**config.mk**
```make
export PLATFORM = sky130hd
export DESIGN_NAME = line_rasterizer_core
export DESIGN_NICKNAME = d
export VERILOG_FILES = /design/src/hw/rtl/lr_pkg.sv /design/src/hw/rtl/line_rasterizer_core.sv /design/src/hw/rtl/lr_front.sv /design/src/hw/rtl/lr_queue.sv /design/src/hw/rtl/lr_back.sv
export SDC_FILE = /design/constraint.sdc
export NUM_CORES = 1
export LEC_CHECK = 0
export ABC_AREA = 0
export BUFFER_PORTS_ARGS = -buffer_cell sky130_fd_sc_hd__buf_2
export CORE_ASPECT_RATIO = 1.25
export CORE_UTILIZATION = 36
export DETAILED_ROUTE_END_ITERATION = 10
export SYNTH_ARGS = -nofsm -noshare
export SYNTH_HDL_FRONTEND = slang
export SYNTH_SLANG_ARGS = --single-unit
```
**constraint.sdc**
```tcl
create_clock -name clk_i -period 9.4 [get_ports clk_i]
set_input_delay 1.88 -clock clk_i [delete_from_list [all_inputs] [get_ports clk_i]]
set_output_delay 1.88 -clock clk_i [all_outputs]
set_load 0.01 [all_outputs]
```
**src/hw/rtl/lr_pkg.sv**
```systemverilog
// Shared types and constants for the line rasterizer.
package lr_pkg;

  localparam int CoordBits  = 12;
  localparam int FrameBits  = 12;
  localparam int ColorBits  = 32;
  localparam int CfgIdxBits = 2;
  localparam int QueueDepth = 2;
  localparam int QPtrBits   = $clog2(QueueDepth);
  localparam int QCntBits   = $clog2(QueueDepth + 1);

  localparam logic [FrameBits-1:0] FrameWidthRst  = FrameBits'(640);
  localparam logic [FrameBits-1:0] FrameHeightRst = FrameBits'(480);

  typedef enum logic {
    CmdLoad = 1'b0,
    CmdTick = 1'b1
  } cmd_e;

  typedef enum logic [1:0] {
    AxisX    = 2'd0,
    AxisY    = 2'd1,
    AxisDiag = 2'd2
  } axis_e;

  typedef enum logic [CfgIdxBits-1:0] {
    CfgFrameWidth  = CfgIdxBits'(0),
    CfgFrameHeight = CfgIdxBits'(1)
  } cfg_reg_e;

  // Decoded item handed from front to back.
  typedef struct packed {
    cmd_e                 cmd;
    axis_e                axis;
    logic [CoordBits-1:0] start_major;
    logic [CoordBits-1:0] start_minor;
    logic                 minor_neg;
    logic [CoordBits-1:0] mag;
    logic [CoordBits-1:0] span;
    logic [ColorBits-1:0] color;
  } line_cmd_t;

endpackage

```
**src/hw/rtl/line_rasterizer_core.sv**
```systemverilog
// Line rasterizer top level: config registers, front, queue and back.
//
//  channel | dir | handshake                    | payload
//  in      | in  | in_valid_i / in_stall_o      | command, endpoints, line_color
//  pixel   | out | pixel_valid_o / pixel_stall_i | pixel_x/y, color, visible, last
//  cfg     | in  | cfg_valid_i / cfg_ready_o    | cfg_index_i, cfg_data_i
//
// One item per cycle unless in_stall_o; a tick passes front reg, queue and out reg.
// The back end steps the minor axis with one remainder add/subtract per pixel.
// Reset clears the walk to idle and frame size to 640x480; cfg_ready_o is always high.
// A two-entry queue lets the input keep flowing while pixel_stall_i holds the output.
module line_rasterizer_core import lr_pkg::*; (
  input  logic                  clk_i,
  input  logic                  rst_ni,
  input  logic                  in_valid_i,
  output logic                  in_stall_o,
  input  logic                  command_i,
  input  logic [CoordBits-1:0]  x_start_i,
  input  logic [CoordBits-1:0]  y_start_i,
  input  logic [CoordBits-1:0]  x_end_i,
  input  logic [CoordBits-1:0]  y_end_i,
  input  logic [ColorBits-1:0]  line_color_i,
  output logic                  pixel_valid_o,
  input  logic                  pixel_stall_i,
  output logic [CoordBits-1:0]  pixel_x_o,
  output logic [CoordBits-1:0]  pixel_y_o,
  output logic [ColorBits-1:0]  pixel_color_o,
  output logic                  visible_o,
  output logic                  last_o,
  input  logic                  cfg_valid_i,
  output logic                  cfg_ready_o,
  input  logic [CfgIdxBits-1:0] cfg_index_i,
  input  logic [FrameBits-1:0]  cfg_data_i
);

  logic [FrameBits-1:0] frame_width_q, frame_height_q;
  logic                 q_full, q_push, q_pop, q_valid;
  line_cmd_t            q_in, q_head;

  assign cfg_ready_o = 1'b1;

  always_ff @(posedge clk_i or negedge rst_ni) begin
    if (!rst_ni) begin
      frame_width_q  <= FrameWidthRst;
      frame_height_q <= FrameHeightRst;
    end else if (cfg_valid_i && cfg_ready_o) begin
      unique case (cfg_index_i)
        CfgFrameWidth:  frame_width_q  <= cfg_data_i;
        CfgFrameHeight: frame_height_q <= cfg_data_i;
        default: ;
      endcase
    end
  end

  lr_front u_front (
    .clk_i,
    .rst_ni,
    .in_valid_i,
    .in_stall_o,
    .command_i,
    .x_start_i,
    .y_start_i,
    .x_end_i,
    .y_end_i,
    .line_color_i,
    .q_full_i    (q_full),
    .push_o      (q_push),
    .push_data_o (q_in)
  );

  lr_queue u_queue (
    .clk_i,
    .rst_ni,
    .push_i      (q_push),
    .push_data_i (q_in),
    .full_o      (q_full),
    .pop_i       (q_pop),
    .valid_o     (q_valid),
    .head_o      (q_head)
  );

  lr_back u_back (
    .clk_i,
    .rst_ni,
    .q_valid_i      (q_valid),
    .q_head_i       (q_head),
    .q_pop_o        (q_pop),
    .frame_width_i  (frame_width_q),
    .frame_height_i (frame_height_q),
    .pixel_valid_o,
    .pixel_stall_i,
    .pixel_x_o,
    .pixel_y_o,
    .pixel_color_o,
    .visible_o,
    .last_o
  );

endmodule

```
**src/hw/rtl/lr_front.sv**
```systemverilog
// Front end: accepts items, forms spans and classifies the major axis.
module lr_front import lr_pkg::*; (
  input  logic                 clk_i,
  input  logic                 rst_ni,
  input  logic                 in_valid_i,
  output logic                 in_stall_o,
  input  logic                 command_i,
  input  logic [CoordBits-1:0] x_start_i,
  input  logic [CoordBits-1:0] y_start_i,
  input  logic [CoordBits-1:0] x_end_i,
  input  logic [CoordBits-1:0] y_end_i,
  input  logic [ColorBits-1:0] line_color_i,
  input  logic                 q_full_i,
  output logic                 push_o,
  output line_cmd_t            push_data_o
);

  logic                 valid_q;
  logic                 cmd_q;
  logic [CoordBits-1:0] x0_q, y0_q, x1_q, y1_q;
  logic [ColorBits-1:0] color_q;
  logic [CoordBits-1:0] adx_q, ady_q, adx_d, ady_d;
  logic                 dx_neg_q, dy_neg_q;
  logic [CoordBits:0]   dx, ndx, dy, ndy;
  logic                 advance;
  logic                 x_low, y_low;

  assign in_stall_o = valid_q & q_full_i;
  assign advance    = ~in_stall_o;
  assign push_o     = valid_q & ~q_full_i;

  always_comb begin
    dx    = {x_end_i[CoordBits-1], x_end_i} - {x_start_i[CoordBits-1], x_start_i};
    ndx   = {x_start_i[CoordBits-1], x_start_i} - {x_end_i[CoordBits-1], x_end_i};
    dy    = {y_end_i[CoordBits-1], y_end_i} - {y_start_i[CoordBits-1], y_start_i};
    ndy   = {y_start_i[CoordBits-1], y_start_i} - {y_end_i[CoordBits-1], y_end_i};
    adx_d = dx[CoordBits] ? ndx[CoordBits-1:0] : dx[CoordBits-1:0];
    ady_d = dy[CoordBits] ? ndy[CoordBits-1:0] : dy[CoordBits-1:0];
  end

  always_ff @(posedge clk_i or negedge rst_ni) begin
    if (!rst_ni) begin
      valid_q <= 1'b0;
    end else if (advance) begin
      valid_q <= in_valid_i;
    end
  end

  always_ff @(posedge clk_i) begin
    if (advance && in_valid_i) begin
      cmd_q    <= command_i;
      x0_q     <= x_start_i;
      y0_q     <= y_start_i;
      x1_q     <= x_end_i;
      y1_q     <= y_end_i;
      color_q  <= line_color_i;
      adx_q    <= adx_d;
      ady_q    <= ady_d;
      dx_neg_q <= dx[CoordBits];
      dy_neg_q <= dy[CoordBits];
    end
  end

  // Walk starts at the low end of the major axis; minor sign follows.
  always_comb begin
    x_low = ~dx_neg_q;
    y_low = ~dy_neg_q;
    push_data_o.cmd   = cmd_e'(cmd_q);
    push_data_o.color = color_q;
    if (ady_q > adx_q) begin
      push_data_o.axis        = AxisY;
      push_data_o.span        = ady_q;
      push_data_o.mag         = adx_q;
      push_data_o.start_major = y_low ? y0_q : y1_q;
      push_data_o.start_minor = y_low ? x0_q : x1_q;
      push_data_o.minor_neg   = y_low ? dx_neg_q : ~dx_neg_q;
    end else begin
      push_data_o.axis        = (adx_q == ady_q) ? AxisDiag : AxisX;
      push_data_o.span        = adx_q;
      push_data_o.mag         = ady_q;
      push_data_o.start_major = x_low ? x0_q : x1_q;
      push_data_o.start_minor = x_low ? y0_q : y1_q;
      push_data_o.minor_neg   = x_low ? dy_neg_q : ~dy_neg_q;
    end
  end

endmodule

```
**src/hw/rtl/lr_queue.sv**
```systemverilog
// Short item queue between front and back.
module lr_queue import lr_pkg::*; (
  input  logic      clk_i,
  input  logic      rst_ni,
  input  logic      push_i,
  input  line_cmd_t push_data_i,
  output logic      full_o,
  input  logic      pop_i,
  output logic      valid_o,
  output line_cmd_t head_o
);

  line_cmd_t              mem_q [QueueDepth];
  logic [QPtrBits-1:0]    wr_ptr_q, rd_ptr_q;
  logic [QCntBits-1:0]    count_q;

  assign full_o  = (count_q == QCntBits'(QueueDepth));
  assign valid_o = (count_q != '0);
  assign head_o  = mem_q[rd_ptr_q];

  always_ff @(posedge clk_i or negedge rst_ni) begin
    if (!rst_ni) begin
      wr_ptr_q <= '0;
      rd_ptr_q <= '0;
      count_q  <= '0;
    end else begin
      if (push_i) begin
        wr_ptr_q <= (wr_ptr_q == QPtrBits'(QueueDepth - 1)) ? '0 : wr_ptr_q + 1'b1;
      end
      if (pop_i) begin
        rd_ptr_q <= (rd_ptr_q == QPtrBits'(QueueDepth - 1)) ? '0 : rd_ptr_q + 1'b1;
      end
      if (push_i && !pop_i) begin
        count_q <= count_q + 1'b1;
      end else if (pop_i && !push_i) begin
        count_q <= count_q - 1'b1;
      end
    end
  end

  always_ff @(posedge clk_i) begin
    if (push_i) begin
      mem_q[wr_ptr_q] <= push_data_i;
    end
  end

  a_no_overflow: assert property (@(posedge clk_i) disable iff (!rst_ni)
    !(push_i && full_o))
    else $error("push into full queue");

  a_no_underflow: assert property (@(posedge clk_i) disable iff (!rst_ni)
    !(pop_i && !valid_o))
    else $error("pop from empty queue");

endmodule

```
**src/hw/rtl/lr_back.sv**
```systemverilog
// Back end: walks the line and drives the registered pixel output.
module lr_back import lr_pkg::*; (
  input  logic                 clk_i,
  input  logic                 rst_ni,
  input  logic                 q_valid_i,
  input  line_cmd_t            q_head_i,
  output logic                 q_pop_o,
  input  logic [FrameBits-1:0] frame_width_i,
  input  logic [FrameBits-1:0] frame_height_i,
  output logic                 pixel_valid_o,
  input  logic                 pixel_stall_i,
  output logic [CoordBits-1:0] pixel_x_o,
  output logic [CoordBits-1:0] pixel_y_o,
  output logic [ColorBits-1:0] pixel_color_o,
  output logic                 visible_o,
  output logic                 last_o
);

  logic                 busy_q;
  axis_e                axis_q;
  logic [CoordBits-1:0] major_q, minor_q;
  logic                 neg_q;
  logic [CoordBits-1:0] mag_q, span_q, final_q, step_q, rem_q;
  logic [ColorBits-1:0] color_q;

  logic                 out_valid_q;
  logic [CoordBits-1:0] out_x_q, out_y_q;
  logic [ColorBits-1:0] out_color_q;
  logic                 out_vis_q, out_last_q;

  logic                 out_free, is_load, emit;
  logic [CoordBits:0]   rem_sum;
  logic [CoordBits+1:0] rem_diff;
  logic                 minor_step;
  logic [CoordBits-1:0] px, py;
  logic                 is_last, vis;

  assign out_free = ~out_valid_q | ~pixel_stall_i;
  assign is_load  = (q_head_i.cmd == CmdLoad);
  assign emit     = q_valid_i & ~is_load & busy_q & out_free;
  assign q_pop_o  = q_valid_i & (is_load | ~busy_q | out_free);

  always_comb begin
    rem_sum    = {1'b0, rem_q} + {1'b0, mag_q};
    rem_diff   = {1'b0, rem_sum} - {2'b00, span_q};
    minor_step = ~rem_diff[CoordBits+1];
    px         = (axis_q == AxisY) ? minor_q : major_q;
    py         = (axis_q == AxisY) ? major_q : minor_q;
    is_last    = (step_q == final_q);
    vis        = ~px[CoordBits-1] & ~py[CoordBits-1] &
                 (FrameBits'(px) < frame_width_i) & (FrameBits'(py) < frame_height_i);
  end

  always_ff @(posedge clk_i or negedge rst_ni) begin
    if (!rst_ni) begin
      busy_q <= 1'b0;
    end else if (q_pop_o && is_load) begin
      busy_q <= ~((q_head_i.axis == AxisDiag) && (q_head_i.span == '0));
    end else if (emit && is_last) begin
      busy_q <= 1'b0;
    end
  end

  always_ff @(posedge clk_i) begin
    if (q_pop_o && is_load) begin
      axis_q  <= q_head_i.axis;
      major_q <= q_head_i.start_major;
      minor_q <= q_head_i.start_minor;
      neg_q   <= q_head_i.minor_neg;
      mag_q   <= q_head_i.mag;
      span_q  <= q_head_i.span;
      final_q <= (q_head_i.axis == AxisDiag) ? q_head_i.span - 1'b1 : q_head_i.span;
      step_q  <= '0;
      rem_q   <= '0;
      color_q <= q_head_i.color;
    end else if (emit) begin
      major_q <= major_q + 1'b1;
      step_q  <= step_q + 1'b1;
      if (minor_step) begin
        minor_q <= neg_q ? minor_q - 1'b1 : minor_q + 1'b1;
        rem_q   <= rem_diff[CoordBits-1:0];
      end else begin
        rem_q   <= rem_sum[CoordBits-1:0];
      end
    end
  end

  always_ff @(posedge clk_i or negedge rst_ni) begin
    if (!rst_ni) begin
      out_valid_q <= 1'b0;
    end else if (emit) begin
      out_valid_q <= 1'b1;
    end else if (!pixel_stall_i) begin
      out_valid_q <= 1'b0;
    end
  end

  always_ff @(posedge clk_i) begin
    if (emit) begin
      out_x_q     <= px;
      out_y_q     <= py;
      out_color_q <= color_q;
      out_vis_q   <= vis;
      out_last_q  <= is_last;
    end
  end

  assign pixel_valid_o = out_valid_q;
  assign pixel_x_o     = out_x_q;
  assign pixel_y_o     = out_y_q;
  assign pixel_color_o = out_color_q;
  assign visible_o     = out_vis_q;
  assign last_o        = out_last_q;

  a_step_bound: assert property (@(posedge clk_i) disable iff (!rst_ni)
    busy_q |-> (step_q <= final_q))
    else $error("walk ran past final step");

  a_rem_bound: assert property (@(posedge clk_i) disable iff (!rst_ni)
    busy_q |-> (rem_q < span_q))
    else $error("remainder not below span");

  a_emit_shows: assert property (@(posedge clk_i) disable iff (!rst_ni)
    emit |=> pixel_valid_o)
    else $error("emitted pixel not presented");

  a_stall_hold: assert property (@(posedge clk_i) disable iff (!rst_ni)
    (pixel_valid_o && pixel_stall_i) |-> !emit)
    else $error("output overwritten while stalled");

endmodule
```
==> results of run 1 <==
## cells by family after synthesis
group	after synthesis	share of synthesized area, %
adder cells (fa/ha/maj)	125	7.134
XOR/XNOR	87	3.363
other	1	0.01655
buffers and inverters	178	3.252
AO/OA/AOI/OAI	254	7.051
AND/OR/NAND/NOR	269	5.941
flip-flops	483	62.29
multiplexers	232	10.95
## per-stage QoR
stage          hold WS [ns]  setup WS [ns]  cells  util [%]
2_1_floorplan        0.4003          4.577   1629         -
3_3_place_gp         0.4013          4.311   2582     39.21
3_5_place_dp         0.4045          4.266   2582     39.21
4_1_cts              0.4133          4.903   2672     41.90
5_1_grt              0.4229          4.660   2674     41.91
6_report             0.4149          4.870   2674     41.91
## power groups by stage
| stage | combinational, W | clock [W] | sequential, W |
|---|---|---|---|
| 3_5_place_dp | 0.00369 | 0 | 0.00388 |
| 4_1_cts | 0.00372 | 0.00210 | 0.00384 |
| 5_1_grt | 0.00408 | 0.00218 | 0.00391 |
| 3_3_place_gp | 0.00360 | 0 | 0.00385 |
| 2_1_floorplan | 0.00275 | 0 | 0.00382 |
| 6_report | 0.00365 | 0.00204 | 0.00382 |
## layout make-up
cell class,count,share of cell area [%]
clock buffers,55,4.794
diodes,2,0.01922
inverters,128,1.859
clock inverters,35,1.628
well taps,832,3.997
repair buffers,171,3.401
flip-flops and latches,483,54.21
multi-input cells,968,30.09
## metal layers
layer  routed length [um]  vias up  global-route usage [%]
met2                23800      209                   25.68
met5                    0        -                       0
met1                21190     6442                   19.24
met4                 1424        0                   5.301
li1                     -     6354                       -
met3                 1312       77                   1.942
## sequential cells by signal, indices dropped and copies added (netlist names), 12 cells and up
| name | cells |
|---|---|
| u_back.pixel_x_o | 12 |
| frame_height_q | 12 |
| u_front.color_q | 32 |
| u_back.span_q | 12 |
| u_back.step_q | 12 |
| u_back.pixel_color_o | 32 |
| u_queue.mem_q | 168 |
| u_back.major_q | 12 |
| u_front.adx_q | 12 |
| u_back.minor_q | 12 |
| u_back.final_q | 12 |
| u_front.ady_q | 12 |
| u_back.mag_q | 12 |
| frame_width_q | 12 |
| u_front.y1_q | 12 |
| u_front.x0_q | 12 |
| u_front.y0_q | 12 |
| u_back.color_q | 32 |
| u_back.rem_q | 12 |
| u_back.pixel_y_o | 12 |
| u_front.x1_q | 12 |
## final timing paths
kind,startpoint,to,cells after the start
worst max register to register,u_back.mag_q[0],u_back.minor_q[5],13
worst min register to register,u_back.color_q[7],u_back.pixel_color_o[7],0
min in group asynchronous,rst_ni,frame_height_q[11],1
worst max-delay path,y_end_i[0],u_front.ady_q[6],12
max in group asynchronous,rst_ni,u_queue.rd_ptr_q,1
worst min-delay path,u_back.color_q[7],u_back.pixel_color_o[7],0
## cell usage after synthesis, drive strengths merged, types with 3 or more instances
master	instances
nand3	17
nor4	4
dfstp	6
a21o	23
xor2	31
o41ai	5
o31a	3
nand4	18
and3	4
nand2	76
nand3b	4
buf	32
ha	118
o21a	14
mux2i	117
dfrtp	25
o21bai	3
nor2b	20
a211oi	16
clkbuf	18
edfxtp	428
o211ai	4
a21oi	79
or2	3
xnor2	56
o31ai	7
dfxtp	24
o22ai	3
a21boi	3
mux2	115
nor3	22
or3	9
nand2b	22
o21ai	76
inv	128
fa	7
nor2	58
## worst max-delay path: stages
cell and delay, ns:
buf_2 0.12, inv_1 0.05, ha_1 0.22, fa_1 0.29
nand2b_1 0.16, a21oi_1 0.09, o41ai_1 0.35, o21ai_1 0.15
and2_1 0.23, o41ai_4 0.76, mux2_2 0.42, xor2_1 0.14
==> flow_metrics.py, run 1 <==
metrics = {
    "run_status": {
        "status": "finished, final reports clean",
    },
    "layout": {
        "finalNetCount": 2026,
        "ff_latch_area_um2": 14120,
        "final_common_cell": "edfxtp_1",
        "final_layout_size_suffix_gt1_share_pct": 21.47,
        "final_area_um2": 26050,
        "fill_cells": 5736,
        "syn2layout_area_growth_pct": 14.94,
        "multi_input_area_um2": 7838,
        "final_cell_mix": "428 x edfxtp_1, 159 x buf_2, 126 x inv_1",
    },
    "die": {
        "die_w_um": 226.4,
        "die_h_um": 282.5,
        "fp-row-count": 102,
        "dieArea_um2": 63960,
        "start_util_pct": 36.46,
        "core_um2": 62150,
        "io_pins": 161,
    },
    "timing": {
        "layout_min_cycle_time_ns": 4.530,
        "fin_setup_tns_ns": 0,
        "worst_slew_pin_slew_ns": 1.202,
        "max_freq_mhz": 220.8,
        "hold_viol_final": 0,
        "fin_crit_sh_pct": 48.19,
        "relSlewSlack_pct": 19.71,
        "finalSetupViolations": 0,
        "rsz0062_at_grt": "no",
        "drv_slew": 0,
        "worst_clock_skew_ns": 0.02729,
    },
    "power": {
        "combPwrFrac_pct": 38.4,
        "finalPower_w": 0.009512,
        "ir_drop_mv": 0.1933,
        "netSwitchingFraction_pct": 35.10,
        "p_sw_w": 0.003339,
        "power.leakage_nw": 10.13,
        "p_int_w": 0.006174,
        "pwr-share-clk_pct": 21.4,
        "p_seq_share_pct": 40.2,
        "p_per_area_nw_per_um2": 365.2,
    },
    "worst_setup_path": {
        "crit_type": "input pin to flip-flop",
        "cp.required_ns": 9.74,
        "end_kind": "flip-flop",
        "worst-r2r-setup-slack_ns": 4.98,
        "cp.arrival_ns": 4.87,
        "path_max_fanout": 11,
        "critPathLaunchType": "input pin",
    },
    "clock_network": {
        "cts_buffers": 49,
        "clk_latency_ns": 0.60,
        "cts.sinks": 483,
        "cts-htree-levels": 2,
        "ctsRootBufferMaster": "clkbuf_16",
        "cts_tree": "yes",
        "cts_resized": 0,
        "cts_buffer_depth": 3,
        "post_cts_buffers": 0,
        "ctsHoldBuffers": 0,
        "cts.clk_slew.worst_paths_ns": 0.07,
    },
    "routing": {
        "route.detailed.drc": 0,
        "drt_iter0_markers": 775,
        "via_per_inst": 4.892,
        "vias": 13080,
        "antenna_left": 0,
        "drt_first_pass_iters": 5,
        "postRouteWirelength_um": 47720,
        "wire_per_inst_um": 17.85,
    },
    "yosys": {
        "synth_edf_count": 428,
        "yosysSeqAreaShare_pct": 62.29,
        "ys_seq_elements": 483,
        "yosysTopAreaCell": "edfxtp_1",
        "yosys-top-cells-area": "edfxtp_1 57%, ha_1 6.5%, mux2_2 5.6%, mux2i_1 5.1%, dfrtp_1 2.8%",
        "syn_inst": 1629,
        "ys_types": 77,
        "yosysWarningCount": 0,
        "synth_ff_type": "edfxtp_1",
        "async_reset_ff_share_pct": 6.418,
        "avgSynthCellArea_um2": 13.91,
        "syn_nets": 1854,
        "synth.cell_area_um2": 22660,
        "synth_top_area_share_pct": 56.72,
    },
    "placed_design": {
        "gp_congestion": 0.8638,
        "placed_cell_area_um2": 24370,
        "place_hpwl_um": 33510,
        "portBuffers": 159,
    },
    "hold_path": {
        "hold_class": "flip-flop to flip-flop",
    },
    "global_route": {
        "grt_pass1_wl_um": 73960,
        "grt_overflow": 0,
        "grt_max_degree": 75,
        "grt_pass1_vias": 13250,
        "antenna_found_initial": 2,
        "grt_usage_pct": 14.94,
    },
    "flow_run": {
        "max-cap-violations": 0,
    },
}
Power figures use the tool's default switching activity.
==> run 2: changes to the inputs <==
- clock period: 9.4 -> 3.91 ns (I/O delays scaled with it)
==> run 2 against run 1 <==
Critical path depth grew 4. Cell area grew 0.42%. Via count grew 0.50%. Count of clock-buffer cells in the layout grew 4. Worst hold slack lost 0.17 ns. Clock power grew 140%. Register-to-register slack lost 4.7 ns. Wire length shrank 0.85%. Global-route usage shrank 0.14 points. Total power grew 140%. Sequential cell count is the same. Largest cell class unchanged. Highest routed layer is now met5.
==> flow_metrics.py, run 2 (synthesis gave the netlist of run 1 again) <==
metrics = {
    "worst_setup_path": {
        "reg2reg_from": "u_back.mag_q[0]",
        "r2r_end": "u_back.minor_q[5]",
        "path_max_fanout": 12,
        "worst-r2r-setup-slack_ns": 0.28,
        "crit_type": "flip-flop to flip-flop",
        "cp.required_ns": 4.20,
        "end_kind": "flip-flop",
        "cp.arrival_ns": 3.93,
        "reg2reg_depth": 16,
        "critPathLaunchType": "flip-flop",
    },
    "die": {
        "dieArea_um2": 63960,
        "fp-row-count": 102,
        "start_util_pct": 36.46,
        "io_pins": 161,
        "die_w_um": 226.4,
        "core_um2": 62150,
        "die_h_um": 282.5,
    },
    "layout": {
        "largest_reg_flops": 168,
        "final_common_cell": "edfxtp_1",
        "syn2layout_area_growth_pct": 15.42,
        "final_cell_mix": "428 x edfxtp_1, 159 x buf_2, 126 x inv_1",
        "finalNetCount": 2036,
        "final_layout_size_suffix_gt1_share_pct": 21.99,
        "regMostFlops": "u_queue.mem_q",
    },
    "routing": {
        "met3_length_um": 1524,
        "drt_first_pass_iters": 7,
        "top_layer": "met5",
        "met2WireLength_um": 23240,
        "drt_iter0_markers": 819,
        "via_per_inst": 4.896,
        "route.detailed.drc": 0,
        "postRouteWirelength_um": 47320,
        "wl_met1_um": 21020,
        "wire_per_inst_um": 17.62,
        "antenna_left": 0,
        "vias": 13150,
    },
    "timing": {
        "finalSetupViolations": 0,
        "fin_crit_sh_pct": 92.92,
        "max_freq_mhz": 275.3,
        "fin_setup_tns_ns": 0,
        "whs_ns": 0.2449,
        "layout_min_cycle_time_ns": 3.633,
        "relSlewSlack_pct": 17.17,
        "hold_viol_final": 0,
        "worst_slew_pin_slew_ns": 1.238,
        "drv_slew": 0,
        "rsz0062_at_grt": "no",
        "worst_clock_skew_ns": 0.02413,
    },
    "power": {
        "ir_drop_mv": 0.6899,
        "power.leakage_nw": 10.21,
        "p_per_area_nw_per_um2": 881.8,
    },
    "global_route": {
        "grt_pass1_vias": 13360,
        "grt_usage_pct": 14.80,
        "grt_max_degree": 111,
        "antenna_found_initial": 3,
        "grt_pass1_wl_um": 73520,
        "grt_overflow": 0,
    },
    "hold_path": {
        "hold_class": "input pin to asynchronous set/reset pin",
    },
    "clock_network": {
        "cts-htree-levels": 2,
        "cts.sinks": 483,
        "cts_buffers": 49,
        "cts_buffer_depth": 3,
        "cts.clk_slew.worst_paths_ns": 0.06,
        "cts_tree": "yes",
        "ctsRootBufferMaster": "clkbuf_16",
        "clk_latency_ns": 0.60,
        "post_cts_buffers": 0,
    },
    "placed_design": {
        "gp_congestion": 0.8782,
        "place_hpwl_um": 33350,
        "portBuffers": 159,
    },
    "run_status": {
        "status": "finished, final reports clean",
    },
    "flow_run": {
        "max-cap-violations": 0,
    },
}
-- run 2: worst max-delay path, cell delays in order, from the launching register on --
cell       delay [ns]
edfxtp_1         0.38
ha_1             0.22
fa_1             0.44
a211oi_2         0.24
o21ai_0          0.16
a31oi_2          0.27
o2bb2ai_1        0.20
xnor2_1          0.12
ha_1             0.31
o21ai_0          0.10
nand2b_1         0.12
nand2_1          0.07
a21oi_1          0.16
nand2b_2         0.20
nand2_1          0.06
nand2_1          0.08
buf_4            0.22
-- run 2: worst max path at each step --
stage / depth (start not counted) / slack [ns] / end / start
after global routing: 16 / 0.02 / u_back.minor_q[5] / u_back.mag_q[0]
after CTS: 16 / 0.19 / u_back.rem_q[7] / u_back.mag_q[0]
after detailed placement: 16 / 0.22 / u_back.rem_q[7] / u_back.mag_q[0]
after global placement: 14 / 0.31 / u_back.minor_q[11] / u_back.mag_q[0]
after floorplan: 5 / 0.07 / u_back.axis_q[0] / u_queue.rd_ptr_q
final: 16 / 0.28 / u_back.minor_q[5] / u_back.mag_q[0]
-- run 2: layout make-up --
cell class	instances	area (um2)
Inverter	128	484.2
Tap cell	832	1041
Clock buffer	59	1274
Timing Repair Buffer	181	989.7
Multi-Input combinational cell	968	7846
Clock inverter	32	395.4
Fill cell	5705	36000
Sequential cell	483	14120
Antenna cell	2	5.005
-- run 2: metrics by stage --
step           cell area [um2]  setup slack (ns)  power, W  instances  util, %
2_1_floorplan            22660           0.06679   0.01578       1629        -
3_3_place_gp             24470            0.3051   0.01803       2592    39.37
3_5_place_dp             24470            0.2161   0.01834       2592    39.37
4_1_cts                  26140            0.1917   0.02333       2683    42.05
5_1_grt                  26160           0.01889   0.02460       2685    42.08
6_report                 26160            0.2770   0.02306       2685    42.08
-- run 2: routing by layer --
| layer | up-vias | global-route usage [%] |
|---|---|---|
| met1 | 6433 | 18.85 |
| met5 | - | 0 |
| li1 | 6362 | - |
| met3 | 99 | 2.223 |
| met2 | 251 | 25.19 |
| met4 | 2 | 5.804 |
-- run 2: where the power goes --
part           internal (W)  leakage, nW  switching [W]
registers           0.00833         4.62       0.000822
clock network       0.00287        0.814        0.00202
logic               0.00377         4.77        0.00525
-- run 2: what timing repair did --
action                                  4_1_cts  5_1_grt
endpoints found under the setup margin        0       22
gates resized for setup                       0        3
hold buffers                                  0        0
